**src/design/lmc_pkg.sv**
```systemverilog
`timescale 1ns / 1ps
`default_nettype none
// ----------------------------------------------------------------------------
// lmc_pkg: shared types, codes and glyph tables
// Action codes, controller states, the controller-to-datapath command
// bundle and the 5x7 glyph font used by the LED matrix clock renderer.
// ----------------------------------------------------------------------------
package lmc_pkg;

  // Register indexes on the configuration port.
  localparam logic CFG_DARK_THRESHOLD = 1'b0;
  localparam logic CFG_DIM_TIME       = 1'b1;

  localparam logic [11:0] DARK_THRESHOLD_RST = 12'd2800;
  localparam logic [9:0]  DIM_TIME_RST       = 10'd330;

  // Input action codes.
  typedef enum logic [1:0] {
    ACT_TIME = 2'd0,
    ACT_TEMP = 2'd1,
    ACT_SCAN = 2'd2,
    ACT_NONE = 2'd3
  } action_t;

  typedef enum logic {
    ST_IDLE,
    ST_RENDER
  } state_t;

  // Glyph codes: digits are their own value.
  localparam logic [3:0] GL_COLON  = 4'd10;
  localparam logic [3:0] GL_DEGREE = 4'd11;
  localparam logic [3:0] GL_MINUS  = 4'd12;
  localparam logic [3:0] GL_BLANK  = 4'd13;

  // Commands from the controller to the datapath.
  typedef struct packed {
    logic       capture;    // latch glyph codes of a render beat
    logic       scan;       // put out the current row and advance
    logic       wr_en;      // write one composed frame row
    logic [2:0] wr_row;     // frame row written
    logic [2:0] glyph_row;  // glyph row composed
  } dp_cmd_t;

  // Whole glyph, rows packed with row 0 in the low five bits.
  function automatic logic [34:0] glyph_bits(input logic [3:0] code);
    logic [34:0] g;
    case (code)
      4'd0:      g = {5'h06, 5'h09, 5'h09, 5'h09, 5'h09, 5'h09, 5'h06};
      4'd1:      g = {5'h0E, 5'h04, 5'h04, 5'h04, 5'h04, 5'h06, 5'h04};
      4'd2:      g = {5'h0F, 5'h01, 5'h02, 5'h04, 5'h08, 5'h09, 5'h06};
      4'd3:      g = {5'h06, 5'h09, 5'h08, 5'h06, 5'h08, 5'h09, 5'h06};
      4'd4:      g = {5'h08, 5'h08, 5'h0F, 5'h09, 5'h0A, 5'h0C, 5'h08};
      4'd5:      g = {5'h06, 5'h09, 5'h08, 5'h08, 5'h07, 5'h01, 5'h0F};
      4'd6:      g = {5'h06, 5'h09, 5'h09, 5'h07, 5'h01, 5'h02, 5'h04};
      4'd7:      g = {5'h04, 5'h04, 5'h04, 5'h04, 5'h04, 5'h09, 5'h0F};
      4'd8:      g = {5'h06, 5'h09, 5'h09, 5'h06, 5'h09, 5'h09, 5'h06};
      4'd9:      g = {5'h02, 5'h04, 5'h08, 5'h0E, 5'h09, 5'h09, 5'h06};
      GL_COLON:  g = {5'h00, 5'h03, 5'h03, 5'h00, 5'h03, 5'h03, 5'h00};
      GL_DEGREE: g = {5'h0C, 5'h12, 5'h02, 5'h02, 5'h12, 5'h0C, 5'h01};
      GL_MINUS:  g = {5'h00, 5'h00, 5'h00, 5'h03, 5'h00, 5'h00, 5'h00};
      default:   g = '0;
    endcase
    return g;
  endfunction

  // One five-bit row of a glyph.
  function automatic logic [4:0] glyph_row(input logic [3:0] code, input logic [2:0] r);
    logic [34:0] g;
    g = glyph_bits(code);
    return g[5*r +: 5];
  endfunction

  // Tens and ones of a value up to 99, by reciprocal multiply.
  function automatic logic [7:0] split_digits(input logic [6:0] v);
    logic [14:0] p;
    logic [3:0]  tens;
    logic [6:0]  tens_x10;
    logic [6:0]  ones;
    p        = 15'(v) * 15'd205;
    tens     = p[14:11];
    tens_x10 = 7'({tens, 3'b000}) + 7'({tens, 1'b0});
    ones     = v - tens_x10;
    return {tens, ones[3:0]};
  endfunction

endpackage
`default_nettype wire

```
**src/design/lmc_in_if.sv**
```systemverilog
`timescale 1ns / 1ps
`default_nettype none
// ----------------------------------------------------------------------------
// lmc_in_if: input item channel
// Valid/ready channel carrying one action beat with its operands.
// ----------------------------------------------------------------------------
interface lmc_in_if;
  logic              valid;
  logic              ready;
  logic [1:0]        action;
  logic [5:0]        hour;
  logic [5:0]        minute;
  logic signed [7:0] temperature;
  logic [11:0]       light;

  modport source (output valid, action, hour, minute, temperature, light, input ready);
  modport sink   (input valid, action, hour, minute, temperature, light, output ready);
endinterface
`default_nettype wire

```
**src/design/lmc_out_if.sv**
```systemverilog
`timescale 1ns / 1ps
`default_nettype none
// ----------------------------------------------------------------------------
// lmc_out_if: scan result channel
// Valid/ready channel carrying one scanned row per beat.
// ----------------------------------------------------------------------------
interface lmc_out_if;
  logic        valid;
  logic        ready;
  logic [31:0] column_bits;
  logic [2:0]  row_address;
  logic [9:0]  on_time;

  modport source (output valid, column_bits, row_address, on_time, input ready);
  modport sink   (input valid, column_bits, row_address, on_time, output ready);
endinterface
`default_nettype wire

```
**src/design/led_matrix_clock_render_and_scan.sv**
```systemverilog
`timescale 1ns / 1ps
`default_nettype none
// ----------------------------------------------------------------------------
// led_matrix_clock_render_and_scan: LED matrix clock renderer and row scanner
// Draws time or temperature into an 8x32 frame and scans it out by rows.
// ----------------------------------------------------------------------------
// A render beat (time or temperature) is accepted and its glyph codes
// latched in the same cycle; the sequencer then writes frame rows 1 to 7,
// one per cycle, and only then takes the next beat. A scan beat loads the
// output register; outside a render it is accepted whenever that register
// is empty or being read in the same cycle. Action code 3 is accepted and
// has no effect. Configuration writes take effect at once.
module led_matrix_clock_render_and_scan (
  input  wire logic   clk,
  input  wire logic   rst_n,
  lmc_in_if.sink      in_ch,
  lmc_out_if.source   out_ch,
  input  wire logic   cfg_we,
  input  wire logic   cfg_index,
  input  wire logic [11:0] cfg_data
);
  import lmc_pkg::*;

  dp_cmd_t cmd;

  lmc_ctrl u_ctrl (
    .clk       (clk),
    .rst_n     (rst_n),
    .in_valid  (in_ch.valid),
    .in_action (in_ch.action),
    .in_ready  (in_ch.ready),
    .out_valid (out_ch.valid),
    .out_ready (out_ch.ready),
    .cmd       (cmd)
  );

  lmc_datapath u_datapath (
    .clk             (clk),
    .rst_n           (rst_n),
    .cmd             (cmd),
    .in_action       (in_ch.action),
    .in_hour         (in_ch.hour),
    .in_minute       (in_ch.minute),
    .in_temperature  (in_ch.temperature),
    .in_light        (in_ch.light),
    .cfg_we          (cfg_we),
    .cfg_index       (cfg_index),
    .cfg_data        (cfg_data),
    .out_column_bits (out_ch.column_bits),
    .out_row_address (out_ch.row_address),
    .out_on_time     (out_ch.on_time)
  );

endmodule
`default_nettype wire

```
**src/design/lmc_ctrl.sv**
```systemverilog
`timescale 1ns / 1ps
`default_nettype none
// ----------------------------------------------------------------------------
// lmc_ctrl: handshake and render sequencer
// Accepts beats, steps through the seven glyph rows of a render and keeps
// the occupancy of the output register.
// ----------------------------------------------------------------------------
module lmc_ctrl (
  input  wire logic             clk,
  input  wire logic             rst_n,
  input  wire logic             in_valid,
  input  wire logic [1:0]       in_action,
  output logic                  in_ready,
  output logic                  out_valid,
  input  wire logic             out_ready,
  output lmc_pkg::dp_cmd_t      cmd
);
  import lmc_pkg::*;

  state_t     state_r, state_nxt;
  logic [2:0] cnt_r, cnt_nxt;
  logic       out_valid_r, out_valid_nxt;
  logic       accept;
  logic       last_row;

  assign accept   = in_valid && in_ready;
  assign last_row = (cnt_r == 3'd6);

  // Next state and row counter.
  always_comb begin
    state_nxt = state_r;
    cnt_nxt   = cnt_r;
    case (state_r)
      ST_IDLE: begin
        cnt_nxt = '0;
        if (accept && ((in_action == ACT_TIME) || (in_action == ACT_TEMP))) begin
          state_nxt = ST_RENDER;
        end
      end
      ST_RENDER: begin
        cnt_nxt = cnt_r + 3'd1;
        if (last_row) begin
          state_nxt = ST_IDLE;
        end
      end
      default: state_nxt = ST_IDLE;
    endcase
  end

  // Outputs: handshake and datapath commands.
  always_comb begin
    in_ready      = 1'b0;
    cmd           = '0;
    cmd.wr_row    = cnt_r + 3'd1;
    cmd.glyph_row = cnt_r;
    case (state_r)
      ST_IDLE: begin
        in_ready    = !out_valid_r || out_ready;
        cmd.capture = accept && ((in_action == ACT_TIME) || (in_action == ACT_TEMP));
        cmd.scan    = accept && (in_action == ACT_SCAN);
      end
      ST_RENDER: begin
        cmd.wr_en = 1'b1;
      end
      default: ;
    endcase
  end

  // Output register occupancy.
  always_comb begin
    out_valid_nxt = out_valid_r;
    if (out_valid_r && out_ready) begin
      out_valid_nxt = 1'b0;
    end
    if (cmd.scan) begin
      out_valid_nxt = 1'b1;
    end
  end

  assign out_valid = out_valid_r;

  always_ff @(posedge clk) begin
    if (!rst_n) begin
      state_r     <= ST_IDLE;
      cnt_r       <= '0;
      out_valid_r <= 1'b0;
    end else begin
      state_r     <= state_nxt;
      cnt_r       <= cnt_nxt;
      out_valid_r <= out_valid_nxt;
    end
  end

endmodule
`default_nettype wire

```
**src/design/lmc_datapath.sv**
```systemverilog
`timescale 1ns / 1ps
`default_nettype none
// ----------------------------------------------------------------------------
// lmc_datapath: frame store, glyph composer and row scanner
// Holds the frame, the scan position, the dimming state and the
// configuration registers, and builds one frame row per render cycle.
// ----------------------------------------------------------------------------
module lmc_datapath (
  input  wire logic              clk,
  input  wire logic              rst_n,
  input  wire lmc_pkg::dp_cmd_t  cmd,
  input  wire logic [1:0]        in_action,
  input  wire logic [5:0]        in_hour,
  input  wire logic [5:0]        in_minute,
  input  wire logic signed [7:0] in_temperature,
  input  wire logic [11:0]       in_light,
  input  wire logic              cfg_we,
  input  wire logic              cfg_index,
  input  wire logic [11:0]       cfg_data,
  output logic [31:0]            out_column_bits,
  output logic [2:0]             out_row_address,
  output logic [9:0]             out_on_time
);
  import lmc_pkg::*;

  logic [31:0] frame_r [8];
  logic [3:0]  code_r [5];
  logic [3:0]  code_nxt [5];
  logic        temp_mode_r;
  logic [2:0]  scan_row_r;
  logic [9:0]  dim_on_time_r, dim_on_time_nxt;
  logic [11:0] thr_r;
  logic [9:0]  dim_time_r;
  logic [31:0] col_r;
  logic [2:0]  row_addr_r;

  logic [5:0]  hour_c, minute_c;
  logic [7:0]  hour_d, minute_d, mag_d;
  logic        neg;
  logic [8:0]  mag_full;
  logic [6:0]  mag;
  logic [31:0] row_bits;
  logic [4:0]  g [5];

  // Glyph codes of a render beat.
  always_comb begin
    hour_c   = (in_hour > 6'd23) ? 6'd23 : in_hour;
    minute_c = (in_minute > 6'd59) ? 6'd59 : in_minute;
    hour_d   = split_digits({1'b0, hour_c});
    minute_d = split_digits({1'b0, minute_c});
    neg      = in_temperature[7];
    mag_full = neg ? (9'd0 - {in_temperature[7], in_temperature}) : {1'b0, in_temperature};
    mag      = (mag_full > 9'd99) ? 7'd99 : mag_full[6:0];
    mag_d    = split_digits(mag);
    if (in_action == ACT_TEMP) begin
      code_nxt[0] = neg ? GL_MINUS : GL_BLANK;
      code_nxt[1] = (mag >= 7'd10) ? mag_d[7:4] : GL_BLANK;
      code_nxt[2] = mag_d[3:0];
      code_nxt[3] = GL_DEGREE;
      code_nxt[4] = GL_BLANK;
    end else begin
      code_nxt[0] = hour_d[7:4];
      code_nxt[1] = hour_d[3:0];
      code_nxt[2] = GL_COLON;
      code_nxt[3] = minute_d[7:4];
      code_nxt[4] = minute_d[3:0];
    end
  end

  always_ff @(posedge clk) begin
    if (cmd.capture) begin
      for (int i = 0; i < 5; i++) begin
        code_r[i] <= code_nxt[i];
      end
      temp_mode_r <= (in_action == ACT_TEMP);
    end
  end

  // Compose one frame row from the five glyph slots.
  always_comb begin
    for (int i = 0; i < 5; i++) begin
      g[i] = glyph_row(code_r[i], cmd.glyph_row);
    end
    if (temp_mode_r) begin
      row_bits = (32'(g[0]) << 2) | (32'(g[1]) << 6) | (32'(g[2]) << 11) |
                 (32'(g[3]) << 16) | (32'(g[4]) << 20);
    end else begin
      row_bits = (32'(g[0]) << 2) | (32'(g[1]) << 7) | (32'(g[2]) << 12) |
                 (32'(g[3]) << 15) | (32'(g[4]) << 20);
    end
  end

  // Frame store; row 0 is never written.
  always_ff @(posedge clk) begin
    if (!rst_n) begin
      for (int r = 0; r < 8; r++) begin
        frame_r[r] <= '0;
      end
    end else if (cmd.wr_en) begin
      frame_r[cmd.wr_row] <= row_bits;
    end
  end

  // Dimming is chosen on every row-0 scan.
  always_comb begin
    dim_on_time_nxt = dim_on_time_r;
    if (cmd.scan && (scan_row_r == 3'd0)) begin
      dim_on_time_nxt = (in_light > thr_r) ? dim_time_r : 10'd0;
    end
  end

  // Scan position, dimming state and configuration.
  always_ff @(posedge clk) begin
    if (!rst_n) begin
      scan_row_r    <= '0;
      dim_on_time_r <= '0;
      thr_r         <= DARK_THRESHOLD_RST;
      dim_time_r    <= DIM_TIME_RST;
    end else begin
      dim_on_time_r <= dim_on_time_nxt;
      if (cmd.scan) begin
        scan_row_r <= scan_row_r + 3'd1;
      end
      if (cfg_we && (cfg_index == CFG_DARK_THRESHOLD)) begin
        thr_r <= cfg_data;
      end
      if (cfg_we && (cfg_index == CFG_DIM_TIME)) begin
        dim_time_r <= cfg_data[9:0];
      end
    end
  end

  // Output register.
  always_ff @(posedge clk) begin
    if (cmd.scan) begin
      col_r      <= frame_r[scan_row_r];
      row_addr_r <= scan_row_r;
    end
  end

  assign out_column_bits = col_r;
  assign out_row_address = row_addr_r;
  assign out_on_time     = dim_on_time_r;

endmodule
`default_nettype wire
```
**src/flat_wrapper.sv**
```systemverilog
// flat-port wrapper written by rule: the top's interface ports become plain ports
module led_matrix_clock_render_and_scan_flat import lmc_pkg::*;
  (clk, rst_n, cfg_we, cfg_index, cfg_data, in_ch_valid, in_ch_action, in_ch_hour, in_ch_minute, in_ch_temperature, in_ch_light, in_ch_ready, out_ch_valid, out_ch_column_bits, out_ch_row_address, out_ch_on_time, out_ch_ready);
  lmc_in_if in_ch_i ();
  lmc_out_if out_ch_i ();
  input  wire logic clk;
  input  wire logic rst_n;
  input  wire logic cfg_we;
  input  wire logic cfg_index;
  input  wire logic [11:0] cfg_data;
  input wire logic [$bits(in_ch_i.valid)-1:0] in_ch_valid;
  input wire logic [$bits(in_ch_i.action)-1:0] in_ch_action;
  input wire logic [$bits(in_ch_i.hour)-1:0] in_ch_hour;
  input wire logic [$bits(in_ch_i.minute)-1:0] in_ch_minute;
  input wire logic [$bits(in_ch_i.temperature)-1:0] in_ch_temperature;
  input wire logic [$bits(in_ch_i.light)-1:0] in_ch_light;
  output wire logic [$bits(in_ch_i.ready)-1:0] in_ch_ready;
  output wire logic [$bits(out_ch_i.valid)-1:0] out_ch_valid;
  output wire logic [$bits(out_ch_i.column_bits)-1:0] out_ch_column_bits;
  output wire logic [$bits(out_ch_i.row_address)-1:0] out_ch_row_address;
  output wire logic [$bits(out_ch_i.on_time)-1:0] out_ch_on_time;
  input wire logic [$bits(out_ch_i.ready)-1:0] out_ch_ready;
  assign in_ch_i.valid = in_ch_valid;
  assign in_ch_i.action = in_ch_action;
  assign in_ch_i.hour = in_ch_hour;
  assign in_ch_i.minute = in_ch_minute;
  assign in_ch_i.temperature = in_ch_temperature;
  assign in_ch_i.light = in_ch_light;
  assign in_ch_ready = in_ch_i.ready;
  assign out_ch_valid = out_ch_i.valid;
  assign out_ch_column_bits = out_ch_i.column_bits;
  assign out_ch_row_address = out_ch_i.row_address;
  assign out_ch_on_time = out_ch_i.on_time;
  assign out_ch_i.ready = out_ch_ready;
  led_matrix_clock_render_and_scan u_core (.clk(clk), .rst_n(rst_n), .in_ch(in_ch_i), .out_ch(out_ch_i), .cfg_we(cfg_we), .cfg_index(cfg_index), .cfg_data(cfg_data));
endmodule
```
**config.mk**
```make
export PLATFORM = sky130hd
export DESIGN_NAME = led_matrix_clock_render_and_scan_flat
export DESIGN_NICKNAME = d
export VERILOG_FILES = /design/src/design/lmc_pkg.sv /design/src/design/lmc_in_if.sv /design/src/design/lmc_out_if.sv /design/src/design/led_matrix_clock_render_and_scan.sv /design/src/design/lmc_ctrl.sv /design/src/design/lmc_datapath.sv /design/src/flat_wrapper.sv
export SDC_FILE = /design/constraint.sdc
export NUM_CORES = 1
export LEC_CHECK = 0
export BUFFER_PORTS_ARGS = -buffer_cell sky130_fd_sc_hd__buf_2
export CORE_MARGIN = 3
export CORE_UTILIZATION = 40
export CTS_BUF_LIST = sky130_fd_sc_hd__clkbuf_8
export CTS_CLUSTER_DIAMETER = 60
export DETAILED_ROUTE_END_ITERATION = 8
export GPL_ROUTABILITY_DRIVEN = 0
export GPL_TIMING_DRIVEN = 1
export PLACE_DENSITY = 0.52
export SLEW_MARGIN = 40
export SYNTH_ARGS = -nofsm -noshare
export SYNTH_HDL_FRONTEND = slang
export SYNTH_SLANG_ARGS = --single-unit
```
**constraint.sdc**
```tcl
create_clock -name clk -period 9.25 [get_ports clk]
set_input_delay 2.3125 -clock clk [delete_from_list [all_inputs] [get_ports clk]]
set_output_delay 2.3125 -clock clk [all_outputs]
set_load 0.01 [all_outputs]
```
======== Yosys cells after proc, flatten, opt, wreduce, memory -nomap -nowiden ========
Memory sizes are Yosys's and may differ from the RTL's. A register that Yosys moved wholly into a read port is not among the register bits.
Index checks and enable logic that the tools add are counted.
word-level totals
  memories ................................ 7
  bits in registers ....................... 44
  word-level logic and storage cells ...... 93
  memory bits (writable) .................. 276
  bits of input ports ..................... 52
  output and inout bits ................... 47
  ROM bits ................................ 2,400
memories
  name                       words  width  rd ports  clocked after Yosys merged registers in  wr ports  line                RTL
  (no name shown)            16     30     1         0                                        0         lmc_pkg.sv:48       case (code)
  (no name shown)            16     30     1         0                                        0         lmc_pkg.sv:48
  (no name shown)            16     30     1         0                                        0         lmc_pkg.sv:48
  (no name shown)            16     30     1         0                                        0         lmc_pkg.sv:48
  (no name shown)            16     30     1         0                                        0         lmc_pkg.sv:48
  u_core.u_datapath.frame_r  8      32     1         1                                        8         lmc_datapath.sv:26  logic [31:0] frame_r [8];
  1 more memories            -      -      -         -                                        -         -
operators by class
  bitwise operators ....................... 10
  reduce and logical (&&, ||, !) cells .... 14
  eq/ne operators ......................... 3
  shift-type cells ........................ 5
  mux-type cells .......................... 27
  add/sub/neg operators ................... 9
  $lt $le $gt $ge ......................... 5
  $mul .................................... 4
operators with widths
  cell                                                                             number
  35-bit by 7-bit indexed part select with 5-bit output                            5
  32-bit 2-to-1 mux                                                                2
  32-bit OR reduction                                                              1
  6-bit by 8-bit multiplier with 14-bit output, second input constant              2
  20-bit by 25-bit bitwise OR with 25-bit output                                   1
  21-bit by 25-bit bitwise OR with 25-bit output                                   1
  16-bit by 21-bit bitwise OR with 21-bit output                                   1
  20-bit 2-to-1 mux                                                                1
  17-bit by 20-bit bitwise OR with 20-bit output                                   1
  12-bit by 17-bit bitwise OR with 17-bit output                                   1
  11-bit by 16-bit bitwise OR with 16-bit output                                   1
  7-bit by 8-bit multiplier with 15-bit output, second input constant              1
  1-bit 2-to-1 mux                                                                 14
  4-bit adder                                                                      3
  12-bit greater-than comparator                                                   1
  6-bit 2-to-1 mux                                                                 2
  7-bit by 12-bit bitwise OR with 12-bit output                                    1
  4-bit subtractor                                                                 3
  7-bit by 11-bit bitwise OR with 11-bit output                                    1
  10-bit 2-to-1 mux                                                                1
  9-bit by 7-bit greater-than comparator with 1-bit output, second input constant  1
  9-bit 2-to-1 mux                                                                 1
  1-bit by 8-bit subtractor with 9-bit output, first input constant                1
  7-bit by 4-bit >= comparator with 1-bit output, second input constant            1
  other kinds (20)                                                                 29

======== Longest topological paths before layout ========
An unclocked memory read counts as a cell.
  depth after elaboration ................. 9
  gate-level depth with buffers ........... 33
  depth with buffers taken out ............ 31

======== Modules after synthesis ========
A second synthesis with hierarchy kept.
second synthesis, totals
  cells, all modules ...................... 1,677
  area, all modules ....................... 17,374.2 um^2
modules (own cells, without submodules)
  module        cells each  times used  area an instance (um^2)  sequential area each (um^2)
  lmc_datapath  1,650       1           17,111.4                 7,577.3
  lmc_ctrl      27          1           262.8                    100.1

======== Least setup slack after synthesis ========
OpenSTA, ideal clock, no wires.
  path kind ............................... input to register
  start ................................... input port in_ch_temperature[0]
  end ..................................... memory u_core.u_datapath.code_r[2][3], in the netlist u_core.u_datapath.code_r[0][11] (data pin)
  setup time .............................. 273 ps
  stages .................................. 31
  arrival ................................. 8,237 ps
  buffers on the path ..................... 2
  slack ................................... 739 ps
  data required time ...................... 8,977 ps
  cells stage by stage .................... inv_1 > ha_1 > buf_2 > o21ai_0 > mux2i_1 > a41o_1 > nand2_1 > and2_1 > nor2_1 > inv_1 > ha_1 > inv_1 > fa_1 > inv_1 > ha_1 > inv_1 > fa_1 > inv_1 > ha_1 > a221o_1 > a311o_1 > and3_4 > and2_4 > buf_6 > nor2_1 > xnor2_1 > ha_1 > a21o_1 > or4_1 > a32oi_1 > a311oi_1
RTL lines
  what                line                RTL
  start: declaration  flat_wrapper.sv:15  input wire logic [$bits(in_ch_i.temperature)-1:0] in_ch_temperature;
  end: declaration    lmc_datapath.sv:27  logic [3:0] code_r [5];

==> flow_summary.json <==
{
  "status": "complete, no violations",
  "die_y_um": 215,
  "pwr-share-seq": 0.426,
  "top_usage_layer": "met2",
  "cts_resized": 0,
  "fin_crit_sh": 0.946,
  "cts_hold_buf": 0,
  "die_area_um2": 46300,
  "yosysSeqAreaShare": 0.439,
  "synthFlopType": "edfxtp_1",
  "cts_buffer_depth": 3,
  "worst_slew_pin_slew_ps": 833,
  "start_kind": "primary input",
  "ir_worst_vdd_mv": 0.0919,
  "period_needed_ps": 8750,
  "cellLeakagePower_nw": 7.64,
  "start_util": 0.406,
  "synth.top_cells.by_area": "edfxtp_1, ha_1, mux4_2",
  "clockRootBuffer": "clkbuf_8",
  "setup_violations": 0,
  "clock_sinks": 269,
  "instances_no_fill": 2397,
  "ys_ff_latch": 269,
  "placed_area_um2": 18500,
  "grtUsageMet2": 0.346,
  "grt_max_degree": 69,
  "combPwrFrac": 0.276,
  "synthesis.area_um2": 17500,
  "avgViaCountPerCell": 5.52,
  "yosys-top-cells-count": "nor2_1, edfxtp_1, nand2_1, ha_1, a21oi_1",
  "yosysUniqueCellTypes": 83,
  "grt_pass1_vias": 13420,
  "drc_errors": 0,
  "cp_max_fo": 9,
  "grt.met1_usage": 0.251,
  "netlist_instances": 1704,
  "critPathSlowestCell": "fa_1",
  "n_antenna_cell": 0,
  "worst_setup_path_end_kind": "register",
  "cpPeakStageDelay_ps": 530,
  "hp-class": "reg2reg",
  "finalClockSkew_ps": 25.7,
  "drt-pass1-iter-count": 5,
  "area_growth_pct": 11.0,
  "stdcell_area_um2": 19400,
  "hpwlAfterDp_mm": 29.3,
  "cts_tree": "done",
  "cellPowerDensity_nw_per_um2": 171,
  "clock_power_share": 0.298,
  "synthArstFlopShare": 0,
  "slew_viol_final": 0,
  "drt_iter0_markers": 773,
  "overflow": 0,
  "postCtsSetupBuffers": 0,
  "grt.total_usage": 0.194,
  "slew_headroom": 0.445,
  "port_buffers": 89,
  "antenna_found_initial": 0,
  "maxCapViolations": 0,
  "wirelength_mm": 45.4,
  "dp.cells": 2308,
  "internal-power_mw": 2.26,
  "postRouteAntennaNets": 0,
  "ys.warnings.count": 0,
  "clk_latency_ps": 580,
  "power_switching_mw": 1.07,
  "synth-edff-count": 229,
  "cp_common_cell": "inv_1",
  "use_met3": 0.0240,
  "post_drt_wl_per_cell_um": 18.9,
  "core_um2": 43200,
  "worstPathRequired_ps": 9540,
  "yosysTopAreaCell": "edfxtp_1",
  "layout.nets": 1985,
  "rsz0062_at_grt": "no",
  "grt_pass1_wl_mm": 73.0,
  "htree_levels": 2,
  "numCtsBuffers": 47,
  "vias": 13243,
  "die_x_um": 215,
  "synth.most_common_cell": "nor2_1",
  "path_class": "in2reg",
  "clk_pin_slew_worst_paths_ps": 60,
  "sw_frac_of_total": 0.322,
  "netlist.area_leader.share": 0.393,
  "fp-row-count": 76,
  "final_hold_viol_count": 0,
  "drive_above_1_share": 0.163,
  "fmax_mhz": 114,
  "cp_data_arrival_time_ps": 9040,
  "ios": 99,
  "syn_avg_cell_area_um2": 10.3
}
-- path summary, 6_finish.rpt --
check	from	endpoint	slack [ps]	cells after the start
worst max-delay path	in_ch_temperature[0]	u_core.u_datapath.code_r[0][11]$_SDFFCE_PN1P_	500	30
worst max register to register	u_core.u_ctrl.cnt_r[0]$_SDFF_PN0_	u_core.u_datapath.frame_r[0][11]$_SDFFCE_PN0P_	5380	7
worst min-delay path	u_core.u_datapath.out_on_time[7]$_SDFFE_PN0P_	u_core.u_datapath.out_on_time[7]$_SDFFE_PN0P_	460	2
worst min register to register	u_core.u_datapath.out_on_time[7]$_SDFFE_PN0P_	u_core.u_datapath.out_on_time[7]$_SDFFE_PN0P_	460	2
-- cells in the final DEF, fill, tap and decap left out, types with 50 or more instances in the layout --
cell      synthesis  final
mux4_2           50     50
inv_1            94    110
nand2_1         142    139
buf_2             5     88
nor2_1          259    257
ha_1            137    137
o21ai_0          73     73
a21oi_1         105    103
clkbuf_8          0     50
edfxtp_1        229    229
-- cells by family (layout without fill, tap and decap cells) --
| logic type | Yosys count | count (layout) | synth area share |
|---|---|---|---|
| fa+ha+maj | 157 | 157 | 0.121 |
| simple gates | 575 | 575 | 0.147 |
| other cells | 1 | 12 | 0.000214 |
| xor+xnor | 21 | 21 | 0.0113 |
| flops | 269 | 269 | 0.439 |
| buf+inv | 204 | 301 | 0.0465 |
| mux | 98 | 98 | 0.0938 |
| compound gates | 379 | 379 | 0.142 |
-- final cells by class --
class / instances / area (um2)
tap: 585 / 732
multi-input combinational: 1242 / 9110
inverter: 96 / 360
timing repair buffer: 120 / 696
fill: 4131 / 23700
clock buffer: 50 / 688
sequential: 269 / 7680
clock inverter: 35 / 159
-- routing by layer --
layer  vias up  part of all wire
li1       6339                 -
met1      6473              0.43
met2       365              0.50
met3        66             0.047
met4         0             0.017
met5         -                 0
-- power groups by stage --
stage | Clock (mW) | Combinational [mW] | Sequential [mW]
after global placement | 0 | 0.887 | 1.45
after global routing | 1.08 | 1.04 | 1.42
after CTS | 1.03 | 0.906 | 1.43
after detailed placement | 0 | 0.899 | 1.45
final | 0.992 | 0.917 | 1.42
after floorplan | 0 | 0.698 | 1.42
-- worst max-delay path, delay by kind of cell --
| family | cells | cell delay [ps] |
|---|---|---|
| AO/OA/AOI/OAI | 7 | 1590 |
| XOR/XNOR | 1 | 160 |
| adder cells (fa/ha/maj) | 7 | 2580 |
| buffers and inverters | 7 | 590 |
| multiplexers | 1 | 180 |
| AND/OR/NAND/NOR | 7 | 1650 |
-- sequential cells by signal, summed over array words and instances, names as in the netlist --
name                               flops
u_core.u_ctrl.out_valid                1
u_core.u_ctrl.cnt_r                    3
u_core.u_datapath.out_column_bits     23
u_core.u_datapath.out_on_time         10
u_core.u_datapath.dim_time_r          10
u_core.u_datapath.code_r              19
u_core.u_datapath.scan_row_r           3
u_core.u_ctrl.state_r                  1
u_core.u_datapath.frame_r            184
u_core.u_datapath.out_row_address      3
u_core.u_datapath.thr_r               12
-- metrics by stage --
step	hold WS, ps	setup WS (ps)	setup TNS, ps	utilization	power [mW]
final	462	504	0	0.450	3.33
after global routing	486	151	0	0.450	3.55
after CTS	467	577	0	0.449	3.36
after detailed placement	456	-9.65	-9.65	0.429	2.35
after global placement	454	214	0	0.429	2.34
after floorplan	406	739	0	-	2.12
(Power assumes the default switching activity.)
